`src/hw/rtl/twodo_pkg.sv`:
```
package twodo_pkg;

	// signed working width for displacements and rotated terms
	localparam int TW = 56;

	// shared multiply/divide unit operand widths
	localparam int MD_A_W = 84;
	localparam int MD_B_W = 35;
	localparam int MD_CNT_W = 7;
	localparam int MUL_STEPS = 35;
	localparam int DIV_STEPS = 80;

	// cordic datapath width (q1.30 plus headroom)
	localparam int CD_W = 34;
	localparam int CORDIC_STEPS_DEF = 24;

	localparam int CFG_IDX_W = 8;
	localparam int CFG_W = 24;

	localparam logic [CFG_W-1:0] DIAM_RST = 24'd180224;
	localparam logic [CFG_W-1:0] LEFT_RST = 24'd442368;
	localparam logic [CFG_W-1:0] RIGHT_RST = 24'd442368;
	localparam logic [CFG_W-1:0] BACK_RST = 24'd180224;

	// pi/360 in q0.32
	localparam logic [31:0] ARC_K = 32'd37480660;
	localparam logic [CD_W-1:0] CORDIC_GAIN = 34'd652032874;
	localparam logic [9:0] DEG_SCALE = 10'd720;

	localparam logic signed [32:0] DELTA_MAX = 33'sd8388607;
	localparam logic signed [32:0] DELTA_MIN = -33'sd8388607;

	localparam logic signed [TW-1:0] S32_MAX = 56'sh0000_007F_FFFF_FF;
	localparam logic signed [TW-1:0] S32_MIN = 56'shFF_FFFF_8000_0000;

	localparam logic [31:0] ATAN_TAB [32] = '{
		32'h20000000, 32'h12E4051D, 32'h09FB385B, 32'h051111D4, 32'h028B0D43,
		32'h0145D7E1, 32'h00A2F61E, 32'h00517C55, 32'h0028BE53, 32'h00145F2F,
		32'h000A2F98, 32'h000517CC, 32'h00028BE6, 32'h000145F3, 32'h0000A2F9,
		32'h0000517C, 32'h000028BE, 32'h0000145F, 32'h00000A2F, 32'h00000517,
		32'h0000028B, 32'h00000145, 32'h000000A2, 32'h00000051, 32'h00000028,
		32'h00000014, 32'h0000000A, 32'h00000005, 32'h00000002, 32'h00000001,
		32'h00000000, 32'h00000000
	};

	typedef enum logic [CFG_IDX_W-1:0] {
		REG_DIAMETER = 8'd0,
		REG_LEFT_OFS = 8'd1,
		REG_RIGHT_OFS = 8'd2,
		REG_BACK_OFS = 8'd3
	} cfg_reg_t;

	typedef struct packed {
		logic start;
		logic div;
		logic [MD_A_W-1:0] a;
		logic [MD_B_W-1:0] b;
	} md_req_t;

	typedef struct packed {
		logic start;
		logic [31:0] angle;
	} cd_req_t;

	function automatic logic signed [23:0] sat_delta(input logic signed [32:0] d);
		if (d > DELTA_MAX) begin
			return DELTA_MAX[23:0];
		end else if (d < DELTA_MIN) begin
			return DELTA_MIN[23:0];
		end
		return d[23:0];
	endfunction

	function automatic logic [TW-1:0] mag(input logic signed [TW-1:0] v);
		return v[TW-1] ? TW'(-v) : TW'(v);
	endfunction

	function automatic logic signed [TW-1:0] with_sign(input logic [TW-1:0] m, input logic neg);
		return neg ? -signed'(m) : signed'(m);
	endfunction

	function automatic logic [31:0] sat32(input logic signed [TW-1:0] v);
		if (v > S32_MAX) begin
			return 32'h7FFF_FFFF;
		end else if (v < S32_MIN) begin
			return 32'h8000_0000;
		end
		return v[31:0];
	endfunction

endpackage

```
`src/hw/rtl/twodo_muldiv.sv`:
```
module twodo_muldiv (
	input  logic                clk,
	input  logic                arst_n,
	input  twodo_pkg::md_req_t  req,
	output logic                done,
	output logic [twodo_pkg::MD_A_W-1:0] res
);

	localparam int AW = twodo_pkg::MD_A_W;
	localparam int BW = twodo_pkg::MD_B_W;
	localparam int CW = twodo_pkg::MD_CNT_W;

	logic          busy_q;
	logic          div_q;
	logic          done_q;
	logic [CW-1:0] cnt_q;
	logic [AW-1:0] acc_q;
	logic [AW-1:0] opa_q;
	logic [BW-1:0] opb_q;
	logic [BW:0]   rem_q;
	logic [BW:0]   trial;
	logic          trial_ge;

	// restoring division: dividend sits in the low 80 bits of opa
	assign trial = {rem_q[BW-1:0], opa_q[twodo_pkg::DIV_STEPS-1]};
	assign trial_ge = trial >= {1'b0, opb_q};

	always_ff @(posedge clk or negedge arst_n) begin
		if (!arst_n) begin
			busy_q <= 1'b0;
			div_q <= 1'b0;
			done_q <= 1'b0;
			cnt_q <= '0;
			acc_q <= '0;
			opa_q <= '0;
			opb_q <= '0;
			rem_q <= '0;
		end else begin
			done_q <= 1'b0;
			if (req.start) begin
				busy_q <= 1'b1;
				div_q <= req.div;
				acc_q <= '0;
				opa_q <= req.a;
				opb_q <= req.b;
				rem_q <= '0;
				cnt_q <= req.div ? CW'(twodo_pkg::DIV_STEPS) : CW'(twodo_pkg::MUL_STEPS);
			end else if (busy_q) begin
				if (!div_q) begin
					// shift-add, multiplier lsb first
					if (opb_q[0]) begin
						acc_q <= acc_q + opa_q;
					end
					opa_q <= {opa_q[AW-2:0], 1'b0};
					opb_q <= {1'b0, opb_q[BW-1:1]};
				end else begin
					opa_q <= {opa_q[AW-2:0], 1'b0};
					if (trial_ge) begin
						rem_q <= trial - {1'b0, opb_q};
						acc_q <= {acc_q[AW-2:0], 1'b1};
					end else begin
						rem_q <= trial;
						acc_q <= {acc_q[AW-2:0], 1'b0};
					end
				end
				cnt_q <= cnt_q - CW'(1);
				if (cnt_q == CW'(1)) begin
					busy_q <= 1'b0;
					done_q <= 1'b1;
				end
			end
		end
	end

	assign done = done_q;
	assign res = acc_q;

endmodule

```
`config.mk`:
```
export PLATFORM = sky130hd
export DESIGN_NAME = twodo_muldiv
export DESIGN_NICKNAME = d
export VERILOG_FILES = /design/src/hw/rtl/twodo_pkg.sv /design/src/hw/rtl/twodo_muldiv.sv
export SDC_FILE = /design/constraint.sdc
export NUM_CORES = 1
export LEC_CHECK = 0
export ABC_AREA = 1
export BUFFER_PORTS_ARGS = -buffer_cell sky130_fd_sc_hd__buf_2
export CAP_MARGIN = 20
export CORE_UTILIZATION = 51
export DETAILED_ROUTE_END_ITERATION = 8
export PLACE_DENSITY = 0.8
export RECOVER_POWER = 100
export REMOVE_ABC_BUFFERS = 1
export SLEW_MARGIN = 20
export SYNTH_ARGS = -nofsm -noshare
export SYNTH_HDL_FRONTEND = slang
export SYNTH_SLANG_ARGS = --single-unit
```
`constraint.sdc`:
```
create_clock -name clk -period 3.7 [get_ports clk]
set_input_delay 0.74 -clock clk [delete_from_list [all_inputs] [get_ports clk]]
set_output_delay 0.74 -clock clk [all_outputs]
set_load 0.05 [all_outputs]
```
==> results.tsv <==
metric	value	unit
status	finished with violations	
violations	max-capacitance violations, max-slew violations	
die_w	206	um
synth_cells	3404	
area_delta_synth_final	11.2	%
cts_setup_buffers	0	
maxCapViolations	2	
syn_area	0.0211	sq mm
finalHoldViolCount	0	
cts_tree	done	
grt_setup_unrepaired	no	
setup_viol	0	
p_leak	12.8	nW
fp-row-count	74	
endpoint_kind	flip-flop	
fmax	315	MHz
peakVddDrop	0.397	mV
antenna_found_initial	0	
via_per_inst	5.34	
cp.required	4.15	ns
fin_tns_setup	0	ns
grt_pass1_vias	20900	
finalWirelength	67000	um
intPower	0.00685	W
placeableCoreArea	0.0408	sq mm
path_clk_slew	0.07	ns
p_switching	0.00661	W
final_cell_mix	1080 x nand2_1, 601 x inv_1, 335 x nor2_1, 323 x a21oi_1, 248 x dfrtp_1	
slowest_stage	nor2_1	
cts_resized	0	
yosysSeqAreaShare	29.4	%
cp.arrival	3.61	ns
fin_worst_skew	0.0143	ns
start_util	51.7	%
n_antenna_cell	0	
max_stage_delay	0.87	ns
dieHeight	206	um
ys.flop_type	dfrtp_1	
placed_cells	4074	
synthArstFlopShare	100	%
path_max_fanout	39	
wl_per_cell	16.2	um
setup.worst_path.start_class	input pin	
fillers	4127	
dieArea	0.0422	sq mm
grt_usage	32.0	%
final_layout_size_suffix_gt1_share	7.15	%
swShare	49.1	%
route.detailed.drc	0	
clockPowerShare	21.6	%
finalCritPeriodShare	85.7	%
grt_max_degree	106	
ys_types	46	
ys_ff_latch	248	
ant_nets	0	
period_needed	3.17	ns
crit_chain	clkbuf_2 -> nor2_1 -> inv_2 -> o21ai_4 -> inv_2 -> buf_4 -> nor2_1 -> a21oi_1	
synth_edf_count	0	
gp_congestion	1.06	
slew_viol_final	190	
gr-total-overflow	0	
vias	22000	
clk_path_buf_depth	3	
clockRootBuffer	clkbuf_16	
hpwl	52400	um
power_density	573	mW/mm^2
path_class	input pin to flip-flop	
worst_pin_slew	2.76	ns
avgSynthCellArea	6.21	sq um
cp_num_buf_inv	4	
slew_headroom	-83.9	%
grt_pass1_wl	108000	um
synth_warnings	0	
clock-sinks	248	
placement.io_buffers	207	
io_pins	208	
worst_skew_pair.late_latency	0.57	ns
htreeDepth	1	
numCtsBuffers	28	
pwr-share-comb	50.8	%
min_path_type	input pin to flip-flop	
first_pass_iters	8	
fin_cells	4126	
final_common_cell	nand2_1	
drtIter0Drc	1660	
fin_nets	3817	
hold_buffers	0	
crit_family	buffers and inverters	
power_frac_seq	27.6	%
-- metal layers --
layer  track usage [%]  routed length, um  vias to the layer above
li1                  -                  -                    11200
met1              43.3              30000                     9977
met2              51.0              29300                      714
met3              5.57               4940                      154
met4              12.0               2670                        0
met5                 0                  0                        -
-- cells by family (layout without fill, tap and decap cells) --
logic type	Yosys count	after routing	synth area share, %
fa+ha+maj	122	122	7.30
buf+inv	696	886	12.7
flops	248	248	29.4
xor+xnor	22	22	0.912
simple gates	1677	1677	32.2
compound gates	639	639	17.5
-- power by group through the flow --
stage	Combinational [W]	Clock [W]	Sequential [W]
final	0.00683	0.00290	0.00372
after global routing	0.00759	0.00306	0.00379
after CTS	0.00683	0.00295	0.00370
after detailed placement	0.00678	0	0.00374
after global placement	0.00671	0	0.00373
after floorplan	0.00404	0	0.00455
-- worst paths after layout --
check	startpoint	to	slack, ns	cells after the start
min in group asynchronous	arst_n	opa_q[35]	0.96	1
worst max register to register	rem_q[12]	rem_q[26]	0.82	12
worst max-delay path	req[120]	res[74]	0.53	8
worst min register to register	rem_q[32]	rem_q[32]	0.52	2
max in group asynchronous	arst_n	rem_q[30]	1.03	1
worst min-delay path	req[103]	opa_q[68]	0.39	3
-- worst min-delay path: stages --
cell and delay (ns):
buf_2 0.08, nand2_1 0.04, o221ai_1 0.06
-- final cells by class --
cell class                      instances  area, sq um  area share (%)
Multi-Input combinational cell       2460        12300            52.2
Sequential cell                       248         6210            26.4
Inverter                              605         2270            9.66
Timing Repair Buffer                  229         1130            4.80
Clock buffer                           41          851            3.62
Tap cell                              532          666            2.83
Clock inverter                         11          115           0.490
-- through the flow --
step | worst slack (ns) | power (W) | hold WS (ns) | cell area [sq um] | util (%)
after CTS | 0.872 | 0.0135 | 0.225 | 23600 | 57.9
after global placement | 0.694 | 0.0104 | 0.489 | 22700 | 55.5
after global routing | 0.361 | 0.0144 | 0.382 | 23500 | 57.6
after floorplan | -4.65 | 0.00860 | 0.444 | 20700 | -
after detailed placement | 0.556 | 0.0105 | 0.503 | 22700 | 55.5
final | 0.530 | 0.0135 | 0.386 | 23500 | 57.6
-- sequential cells by signal, indices dropped and copies added, names as in the netlist --
register  count
done          1
div_q         1
res          84
opb_q        35
opa_q        84
rem_q        35
cnt_q         7
busy_q        1
-- Yosys cell counts, types with 4 or more instances --
cell type / number / share of area, %
a31oi_1: 4 / 0.12
xor2_1: 9 / 0.37
nand3_2: 9 / 0.43
nor2_1: 336 / 6.0
clkbuf_1: 62 / 1.1
buf_6: 7 / 0.37
o211ai_1: 41 / 1.5
o21bai_1: 19 / 0.68
inv_1: 601 / 11
o21ai_1: 49 / 1.2
o221ai_1: 78 / 3.2
nand4_1: 10 / 0.30
buf_1: 8 / 0.14
ha_1: 120 / 7.1
or2_2: 11 / 0.33
a21o_1: 4 / 0.14
nand2_1: 1080 / 19
a21oi_1: 323 / 7.7
nand3_1: 151 / 3.6
nor2_2: 22 / 0.65
o21ai_0: 109 / 2.6
nand2_2: 8 / 0.24
nor3_1: 26 / 0.62
nor2_4: 4 / 0.21
dfrtp_1: 248 / 29
nor4_1: 8 / 0.24
buf_2: 14 / 0.33
xnor2_1: 13 / 0.54
Note: power is estimated with default switching activity, not from simulation.
