`src/hw/rtl/twodo_pkg.sv`:
```
package twodo_pkg;

	// signed working width for displacements and rotated terms
	localparam int TW = 56;

	// shared multiply/divide unit operand widths
	localparam int MD_A_W = 84;
	localparam int MD_B_W = 35;
	localparam int MD_CNT_W = 7;
	localparam int MUL_STEPS = 35;
	localparam int DIV_STEPS = 80;

	// cordic datapath width (q1.30 plus headroom)
	localparam int CD_W = 34;
	localparam int CORDIC_STEPS_DEF = 24;

	localparam int CFG_IDX_W = 8;
	localparam int CFG_W = 24;

	localparam logic [CFG_W-1:0] DIAM_RST = 24'd180224;
	localparam logic [CFG_W-1:0] LEFT_RST = 24'd442368;
	localparam logic [CFG_W-1:0] RIGHT_RST = 24'd442368;
	localparam logic [CFG_W-1:0] BACK_RST = 24'd180224;

	// pi/360 in q0.32
	localparam logic [31:0] ARC_K = 32'd37480660;
	localparam logic [CD_W-1:0] CORDIC_GAIN = 34'd652032874;
	localparam logic [9:0] DEG_SCALE = 10'd720;

	localparam logic signed [32:0] DELTA_MAX = 33'sd8388607;
	localparam logic signed [32:0] DELTA_MIN = -33'sd8388607;

	localparam logic signed [TW-1:0] S32_MAX = 56'sh0000_007F_FFFF_FF;
	localparam logic signed [TW-1:0] S32_MIN = 56'shFF_FFFF_8000_0000;

	localparam logic [31:0] ATAN_TAB [32] = '{
		32'h20000000, 32'h12E4051D, 32'h09FB385B, 32'h051111D4, 32'h028B0D43,
		32'h0145D7E1, 32'h00A2F61E, 32'h00517C55, 32'h0028BE53, 32'h00145F2F,
		32'h000A2F98, 32'h000517CC, 32'h00028BE6, 32'h000145F3, 32'h0000A2F9,
		32'h0000517C, 32'h000028BE, 32'h0000145F, 32'h00000A2F, 32'h00000517,
		32'h0000028B, 32'h00000145, 32'h000000A2, 32'h00000051, 32'h00000028,
		32'h00000014, 32'h0000000A, 32'h00000005, 32'h00000002, 32'h00000001,
		32'h00000000, 32'h00000000
	};

	typedef enum logic [CFG_IDX_W-1:0] {
		REG_DIAMETER = 8'd0,
		REG_LEFT_OFS = 8'd1,
		REG_RIGHT_OFS = 8'd2,
		REG_BACK_OFS = 8'd3
	} cfg_reg_t;

	typedef struct packed {
		logic start;
		logic div;
		logic [MD_A_W-1:0] a;
		logic [MD_B_W-1:0] b;
	} md_req_t;

	typedef struct packed {
		logic start;
		logic [31:0] angle;
	} cd_req_t;

	function automatic logic signed [23:0] sat_delta(input logic signed [32:0] d);
		if (d > DELTA_MAX) begin
			return DELTA_MAX[23:0];
		end else if (d < DELTA_MIN) begin
			return DELTA_MIN[23:0];
		end
		return d[23:0];
	endfunction

	function automatic logic [TW-1:0] mag(input logic signed [TW-1:0] v);
		return v[TW-1] ? TW'(-v) : TW'(v);
	endfunction

	function automatic logic signed [TW-1:0] with_sign(input logic [TW-1:0] m, input logic neg);
		return neg ? -signed'(m) : signed'(m);
	endfunction

	function automatic logic [31:0] sat32(input logic signed [TW-1:0] v);
		if (v > S32_MAX) begin
			return 32'h7FFF_FFFF;
		end else if (v < S32_MIN) begin
			return 32'h8000_0000;
		end
		return v[31:0];
	endfunction

endpackage

```
`src/hw/rtl/twodo_cordic.sv`:
```
module twodo_cordic #(
	parameter int CORDIC_STEPS = twodo_pkg::CORDIC_STEPS_DEF
) (
	input  logic                clk,
	input  logic                arst_n,
	input  twodo_pkg::cd_req_t  req,
	output logic                done,
	output logic signed [twodo_pkg::CD_W-1:0] cos_val,
	output logic signed [twodo_pkg::CD_W-1:0] sin_val
);

	localparam int W = twodo_pkg::CD_W;
	localparam logic [4:0] LAST = 5'(CORDIC_STEPS - 1);

	logic              busy_q;
	logic              done_q;
	logic              flip_q;
	logic [4:0]        step_q;
	logic signed [W-1:0] x_q;
	logic signed [W-1:0] y_q;
	logic signed [W-1:0] z_q;
	logic signed [W-1:0] dx;
	logic signed [W-1:0] dy;
	logic signed [W-1:0] atan_s;
	logic [31:0]       quarter;
	logic              flip;
	logic [31:0]       folded;

	// fold the left half plane onto the right, negate the result afterwards
	assign quarter = req.angle + 32'h4000_0000;
	assign flip = quarter[31];
	assign folded = flip ? req.angle + 32'h8000_0000 : req.angle;

	assign dx = x_q >>> step_q;
	assign dy = y_q >>> step_q;
	assign atan_s = signed'(W'(twodo_pkg::ATAN_TAB[step_q]));

	always_ff @(posedge clk or negedge arst_n) begin
		if (!arst_n) begin
			busy_q <= 1'b0;
			done_q <= 1'b0;
			flip_q <= 1'b0;
			step_q <= '0;
			x_q <= '0;
			y_q <= '0;
			z_q <= '0;
		end else begin
			done_q <= 1'b0;
			if (req.start) begin
				busy_q <= 1'b1;
				flip_q <= flip;
				step_q <= '0;
				x_q <= signed'(twodo_pkg::CORDIC_GAIN);
				y_q <= '0;
				z_q <= W'(signed'(folded));
			end else if (busy_q) begin
				if (!z_q[W-1]) begin
					x_q <= x_q - dy;
					y_q <= y_q + dx;
					z_q <= z_q - atan_s;
				end else begin
					x_q <= x_q + dy;
					y_q <= y_q - dx;
					z_q <= z_q + atan_s;
				end
				step_q <= step_q + 5'd1;
				if (step_q == LAST) begin
					busy_q <= 1'b0;
					done_q <= 1'b1;
				end
			end
		end
	end

	assign done = done_q;
	assign cos_val = flip_q ? -x_q : x_q;
	assign sin_val = flip_q ? -y_q : y_q;

endmodule

```
`config.mk`:
```
export PLATFORM = sky130hd
export DESIGN_NAME = twodo_cordic
export DESIGN_NICKNAME = d
export VERILOG_FILES = /design/src/hw/rtl/twodo_pkg.sv /design/src/hw/rtl/twodo_cordic.sv
export SDC_FILE = /design/constraint.sdc
export NUM_CORES = 1
export LEC_CHECK = 0
export ABC_AREA = 1
export BUFFER_PORTS_ARGS = -buffer_cell sky130_fd_sc_hd__buf_4
export CORE_MARGIN = 3
export CORE_UTILIZATION = 58
export DETAILED_ROUTE_END_ITERATION = 8
export GPL_TIMING_DRIVEN = 1
export PLACE_DENSITY = 0.88
export SLEW_MARGIN = 5
export SYNTH_ARGS = -nofsm -noshare
export SYNTH_HDL_FRONTEND = slang
export SYNTH_SLANG_ARGS = --single-unit
```
`constraint.sdc`:
```
create_clock -name clk -period 4.3 [get_ports clk]
set_input_delay 0.215 -clock clk [delete_from_list [all_inputs] [get_ports clk]]
set_output_delay 0.215 -clock clk [all_outputs]
set_load 0.01 [all_outputs]
```
==> impl_metrics.yaml, run 1 <==
floorplan:
  dieWidth_um: 182
  fp-row-count: 63
  ios: 104
  die_y_um: 182
  start_util_pct: 59.6
logic_synthesis:
  synth_area_leaders: "nand2_1 (19%), dfrtp_1 (15%), nand3_1 (11%)"
  synth_edf_count: 0
  synthesis.nets: 3183
  yosys-top-cells-count: "nand2_1 (884), nand3_1 (389), inv_1 (294), nor2_1 (247), o21ai_0 (154)"
  syn_area_per_cell_sq_um: 5.90
  synth-seq-cells: 110
  ys_warn_count: 0
  yosys.area.top_type: "nand2_1"
  synth_most_common_cell: "nand2_1"
  synth_top_area_share_pct: 18.6
  async_flop_share_pct: 100
  syn_inst: 3031
  synth.distinct_cells: 57
  ys_seq_area_share_pct: 15.4
  synth_flop_cell: "dfrtp_1"
  synth.cell_area_sq_um: 17900
clocking:
  cts-root-buf: "clkbuf_16"
  cts_made_buffers: 9
  clockBufferDepth: 2
  htreeDepth: 3
  cts.sinks: 110
place:
  post-dp-hpwl_um: 51000
  dp_slack_ps: -323
  port_buffers: 103
  routabilityCongestion: 1.18
status:
  outcome: "aborted with a tool error"
  firstError: "[ERROR GRT-0232] Routing congestion too high. Check the congestion heatmap in the GUI."
  lastStage: "global routing (5_1_grt)"
global_route:
  grt_overflow: 12
  grt_max_degree: 62
  grt.total_usage_pct: 69.1
sta:
  worst-ep-kind: "sequential cell input"
  grt_worst_setup_endpoint: "z_q[33]$_DFFE_PN0P_/D"
kinds of logic after synthesis:
logic type / Yosys count / synth area share, %
compound gates: 513 / 16.7
xor+xnor: 196 / 9.60
fa+ha+maj: 117 / 8.31
buf+inv: 431 / 10.1
flops: 110 / 15.4
simple gates: 1664 / 39.9
through the flow:
stage	setup TNS [ps]	instance area, sq um	utilization (%)	instances
2_1_floorplan	0	17900	-	3031
3_3_place_gp	-299	21100	70.1	3720
3_5_place_dp	-3510	21100	70.1	3720
4_1_cts	-729	22300	74.2	3767
what timing repair did:
item,4_1_cts
buffers inserted,29
endpoints found under the setup margin,43
hold buffers,1
pin swaps,52
gates resized for setup,152
hold endpoints to repair,47
gates cloned,2
layer usage:
layer | overflow | global-route usage (%)
met5 | 0 | 29.5
met1 | 0 | 69.0
met4 | 6 | 68.1
met2 | 6 | 83.0
met3 | 0 | 56.9
==> run 2: changes to the inputs <==
Settings changed: CORE_UTILIZATION 58 to 40, PLACE_DENSITY 0.88 to default, PLACE_DENSITY_LB_ADDON from default to 0.15.
Clock period 4.3 ns to 5.59 ns, I/O delays scaled along.
==> run 2 against run 1 <==
The run now ends clean. Synthesized cell count unchanged. Area after synthesis unchanged.
==> impl_metrics.yaml, run 2 <==
status:
  outcome: "finished, final reports clean"
logic_synthesis:
  yosys-top-cells-count: "nand2_1 (884), nand3_1 (389), inv_1 (294), nor2_1 (247), o21ai_0 (154)"
  synth.cell_area_sq_um: 17900
  yosys.area.top_type: "nand2_1"
  synth-seq-cells: 110
  syn_inst: 3031
  ys_warn_count: 0
  synth_edf_count: 0
  synth_area_leaders: "nand2_1 (19%), dfrtp_1 (15%), nand3_1 (11%)"
  synth_flop_cell: "dfrtp_1"
  synth_most_common_cell: "nand2_1"
  synthesis.nets: 3183
  syn_area_per_cell_sq_um: 5.90
  ys_seq_area_share_pct: 15.4
  synth_top_area_share_pct: 18.6
  synth.distinct_cells: 57
  async_flop_share_pct: 100
floorplan:
  dieWidth_um: 217
  fp-row-count: 76
  design.die.area_sq_um: 47300
  start_util_pct: 41.0
  die_y_um: 217
  ios: 104
  core_sq_um: 43600
place:
  post-dp-hpwl_um: 59600
  dp_slack_ps: 351
  dpl_cell_area_sq_um: 19100
  port_buffers: 103
  routabilityCongestion: 1.00
routing:
  drt_iter0_drc: 1905
  vias: 20700
  first_pass_iters: 5
  drc_errors: 0
  viasPerCell: 5.65
  drtAntennaViolNets: 0
  wl_per_cell_um: 20.4
  routed_wl_um: 74600
layout:
  largest_registers: "x_q (34), y_q (34), z_q (34)"
  syn2layout_area_growth_pct: 9.09
  nets: 3224
  diodes: 0
  drive_above_1_share_pct: 8.68
  final_common_cell: "nand2_1"
  post-route-cell-area_sq_um: 19500
  finish.utilization_pct: 44.7
  mostFrequentLayoutCells: "nand2_1 (884), nand3_1 (389), inv_1 (292)"
clocking:
  cts_made_buffers: 9
  htreeDepth: 3
  clk_pin_slew_ps: 90
  cts-root-buf: "clkbuf_16"
  clockBufferDepth: 2
  insertion_delay_ps: 420
  cts_setup_buffers: 0
  cts_tree: "yes"
  cts.sinks: 110
global_route:
  antenna_found_initial: 0
  grt_max_degree: 57
  grt.total_usage_pct: 31.2
  grt_pass1_wl_um: 115000
  grt_pass1_vias: 19400
  grt_overflow: 0
critical_path:
  worst-path-max-fanout: 44
  cp-start-kind: "flip-flop"
  r2r_end: "z_q[33]"
  r2r-start: "step_q[0]"
  endpoint_kind: "flip-flop"
  ff2ff_setup_slack_ps: 320
  path_common_cell: "nor2_1"
  cpPeakStageDelay_ps: 460
  path_class: "reg2reg"
  arrival_ps: 5620
  cp_slowest_cell: "dfrtp_2"
  reg2regPathDepth: 28
  required_ps: 5940
  cp-startpoint: "step_q[0]"
  crit_path_end: "z_q[33]"
sta:
  final_hold_viol_count: 0
  slew_viol_final: 0
  tns_ps: 0
  fin_skew_ps: 20.2
  fmax_ghz: 0.190
  max_slew_margin_pct: 24.2
  layout_min_cycle_time_ps: 5270
  tightest_slew_ps: 1130
  finalSetupViolations: 0
  finalWorstSetupSlack_ps: 323
  rsz0062_at_grt: "no"
  timing.final.crit_share_pct: 94.2
min_path:
  hold_path_depth: 3
  hold_class: "in2reg"
run:
  cap_violations: 0
-- run 2: cell counts after synthesis --
Identical to the previous run, type by type.
-- run 2: layer usage --
metal / part of all wire [%] / up-vias / global-route usage [%]
met5: 0 / - / 0
met4: 2.0 / 0 / 7.05
met3: 6.1 / 71 / 4.86
met2: 43 / 667 / 48.2
met1: 48 / 9785 / 45.7
li1: - / 10200 / -
-- run 2: timing repair --
action | 4_1_cts | 5_1_grt
endpoints found under the hold margin | 51 | 0
hold buffers | 1 | 0
resized for setup | 0 | 9
setup endpoints to repair | 0 | 7
-- run 2: logic make-up (layout without fill, tap and decap cells) --
logic type / after synthesis / after routing / synth area share (%)
AOI/OAI and AO/OA: 513 / 513 / 16.7
buffers and inverters: 431 / 477 / 10.1
DFF: 110 / 110 / 15.4
and+or+nand+nor: 1664 / 1664 / 39.9
adders and majority gates: 117 / 117 / 8.31
xor gates and xnor gates: 196 / 196 / 9.60
-- run 2: critical path, delay by kind of cell (launching register included) --
kind / cells / cell delay, ps
AO/OA/AOI/OAI: 7 / 1290
XOR/XNOR: 1 / 380
adder cells (fa/ha/maj): 3 / 840
buffers and inverters: 4 / 420
flip-flops: 1 / 460
AND/OR/NAND/NOR: 13 / 1780
-- run 2: per-stage QoR --
step | hold slack [ps] | instances
global placement | 425 | 3645
finish | 80.5 | 3662
floorplan | -16.1 | 3031
detailed placement | 430 | 3645
CTS | 61.2 | 3662
global route | 83.9 | 3662
-- run 2: how the worst min path moves through the flow --
stage                        from      end
after floorplan            arst_n   busy_q
after global placement     arst_n  y_q[21]
after detailed placement   arst_n  y_q[21]
after CTS                 req[14]  z_q[14]
after global routing      req[14]  z_q[14]
final                     req[14]  z_q[14]
-- run 2: layout make-up --
type,instances,area [sq um]
Tap cell,585,732
Fill cell,4803,24100
Timing Repair Buffer,152,1170
Sequential cell,110,2760
Clock buffer,9,225
Inverter,309,1170
Clock inverter,7,87.6
Multi-Input combinational cell,2490,13400
Power of run 2 is left out: the tool's default activity adds up to more than one toggle a clock period on the data nets, which glitch-free logic cannot reach.
==> run 3: changes to the inputs <==
Settings changed: ABC_AREA 1 to default, GPL_TIMING_DRIVEN 1 to default.
==> run 3 against run 2 <==
The run now ends with hold timing, setup timing left. Non-clock buffer count up 640. Die area up 4.1%. Sequential share of layout area down 3.6 points. Cell area up 35%. Worst setup slack worse by 490 ps. Global-route usage down 0.46 points. Area after synthesis up 4.2%. Worst hold slack worse by 120 ps. Sequential cell count unchanged. Wire length up 6.8%. Critical path depth down 4. Final cell count down 3.5%. Largest cell class unchanged.
==> impl_metrics.yaml, run 3 <==
logic_synthesis:
  syn_area_per_cell_sq_um: 8.05
  synthesis.nets: 2469
  yosys.area.top_type: "dfrtp_1"
  synth_area_leaders: "dfrtp_1 (15%), mux4_2 (10%), ha_1 (7.7%)"
  synth-seq-cells: 110
  synth_most_common_cell: "nand2_1"
  syn_inst: 2317
  async_flop_share_pct: 100
  synth_edf_count: 0
  yosys-top-cells-count: "nand2_1 (243), nor2_1 (207), a21oi_1 (200), xnor2_1 (152), o21ai_0 (140)"
  synth_flop_cell: "dfrtp_1"
  ys_warn_count: 0
  synth.cell_area_sq_um: 18600
  ys_seq_area_share_pct: 14.8
  synth_top_area_share_pct: 14.8
  synth.distinct_cells: 98
status:
  violations: "hold timing, setup timing"
  outcome: "finished with violations"
pwr:
  p_switching_uw: 10100
  p_per_area_nw_per_um2: 793
  p_leak_uw: 0.0121
  power.internal_uw: 10900
  clkPwrFrac_pct: 3.5
  seqPwrFrac_pct: 7.8
  vdd_ir_drop_max_mv: 0.505
  swShare_pct: 48.1
  comb_power_share_pct: 88.7
sta:
  tns_ps: -1150
  layout_min_cycle_time_ps: 5750
  finalSetupViolations: 18
  rsz0062_at_grt: "yes"
  fin_hold_ws_ps: -36.5
  finalWorstSetupSlack_ps: -164
  slew_viol_final: 0
  timing.final.crit_share_pct: 103
  fmax_ghz: 0.174
  final_hold_viol_count: 22
  tightest_slew_ps: 1040
  fin_skew_ps: 17.5
  max_slew_margin_pct: 30.3
place:
  routabilityCongestion: 0.999
  dp_slack_ps: -521
  post-dp-hpwl_um: 60500
  port_buffers: 103
critical_path:
  required_ps: 5900
  path_class: "reg2reg"
  endpoint_kind: "flip-flop"
  cp-start-kind: "flip-flop"
  arrival_ps: 6060
  worst-path-max-fanout: 4
routing:
  first_pass_iters: 5
  drtAntennaViolNets: 0
  wl_per_cell_um: 22.5
  viasPerCell: 5.94
  drt_iter0_drc: 1798
  vias: 21000
  routed_wl_um: 79700
  drc_errors: 0
layout:
  largest_registers: "x_q (34), y_q (34), z_q (34)"
  syn2layout_area_growth_pct: 41.5
  nets: 3082
  finish.utilization_pct: 57.8
  drive_above_1_share_pct: 39.4
  diodes: 0
  final_common_cell: "buf_4"
  mostFrequentLayoutCells: "buf_4 (733), nand2_1 (234), nor2_1 (191)"
min_path:
  hold_class: "in2async"
floorplan:
  die_y_um: 222
  fp-row-count: 78
  core_sq_um: 45700
  start_util_pct: 40.8
  dieWidth_um: 222
  design.die.area_sq_um: 49200
  ios: 104
global_route:
  grt_overflow: 0
  grt.total_usage_pct: 30.7
  grt_pass1_wl_um: 120000
  antenna_found_initial: 1
  grt_pass1_vias: 20300
  grt_max_degree: 67
clocking:
  insertion_delay_ps: 420
  cts.sinks: 110
  cts_tree: "yes"
  cts-root-buf: "clkbuf_16"
  clk_pin_slew_ps: 90
  clockBufferDepth: 2
  cts_made_buffers: 9
  htreeDepth: 3
run:
  cap_violations: 0
==> run 3: cell type report <==
class	count	area [sq um]
tap	600	751
fill	4197	19300
clock buffer	9	225
inverter	44	168
sequential	110	2770
multi-input combinational	1973	16000
timing repair buffer	792	6380
clock inverter	7	76.3
==> run 3: what timing repair did <==
action	CTS	global route
cloned	0	2
setup endpoints to repair	29	44
resized for setup	76	216
hold buffers	0	0
buffers inserted	45	58
endpoints found under the hold margin	0	0
pin swaps	39	149
==> run 3: per-stage QoR <==
| step | hold slack (ps) | power (uW) | instances | cell area, sq um |
|---|---|---|---|---|
| 2_1_floorplan | -16.1 | 11200 | 2317 | 18700 |
| 3_3_place_gp | 450 | 17300 | 3419 | 24000 |
| 3_5_place_dp | 463 | 17500 | 3419 | 24000 |
| 4_1_cts | 6.35 | 19000 | 3480 | 25000 |
| 5_1_grt | 48.7 | 22500 | 3535 | 26400 |
| 6_report | -36.5 | 20900 | 3535 | 26400 |
==> run 3: worst max-delay path, stage by stage (launching register included) <==
cell       delay (ps)
dfrtp_4           520
buf_6             140
buf_12            120
mux4_2            460
mux4_2            560
a221o_1           420
nor4_4            230
buf_4             200
nand4b_4          120
buf_6             140
o21a_1            170
xor2_1            170
ha_1              380
nand2_2           130
nor2_4             50
a2111oi_4         450
buf_4             190
nor2_2             50
a211oi_2          240
nand2b_1          140
a21boi_1           80
o21a_1            200
o21a_1            190
o311ai_2          220
nand2_1            70
==> run 3: power groups by stage <==
stage | registers, uW | clock network (uW) | logic [uW]
floorplan | 1400 | 0 | 9830
global placement | 1620 | 0 | 15700
detailed placement | 1620 | 0 | 15900
CTS | 1600 | 756 | 16600
global route | 1660 | 774 | 20100
finish | 1620 | 737 | 18600
==> run 3: logic make-up after synthesis <==
| family | Yosys count | synth area share [%] |
|---|---|---|
| simple gates | 724 | 18.5 |
| compound gates | 674 | 23.4 |
| xor+xnor | 236 | 11.2 |
| buf+inv | 234 | 5.55 |
| mux | 222 | 18.7 |
| fa+ha+maj | 117 | 7.97 |
| flops | 110 | 14.8 |
==> run 3: path summary, 6_finish.rpt <==
check                      cells after the start  slack [ps]         to       from
max                                           24        -160    x_q[25]  step_q[1]
min                                            1         -40     z_q[4]     arst_n
max reg2reg                                   24        -160    x_q[25]  step_q[1]
min reg2reg                                    2         520    z_q[29]    z_q[29]
max in group asynchronous                      2        4290  step_q[0]     arst_n
min in group clk                               3          60    z_q[16]    req[16]
==> run 3: routing by layer <==
| layer | up-vias | global-route usage, % | routed length [um] |
|---|---|---|---|
| met5 | - | 0 | 0 |
| met3 | 118 | 3.65 | 4860 |
| li1 | 9773 | - | - |
| met2 | 809 | 48.4 | 36300 |
| met1 | 10300 | 43.9 | 36200 |
| met4 | 0 | 10.4 | 2380 |
Power figures use the tool's default switching activity.
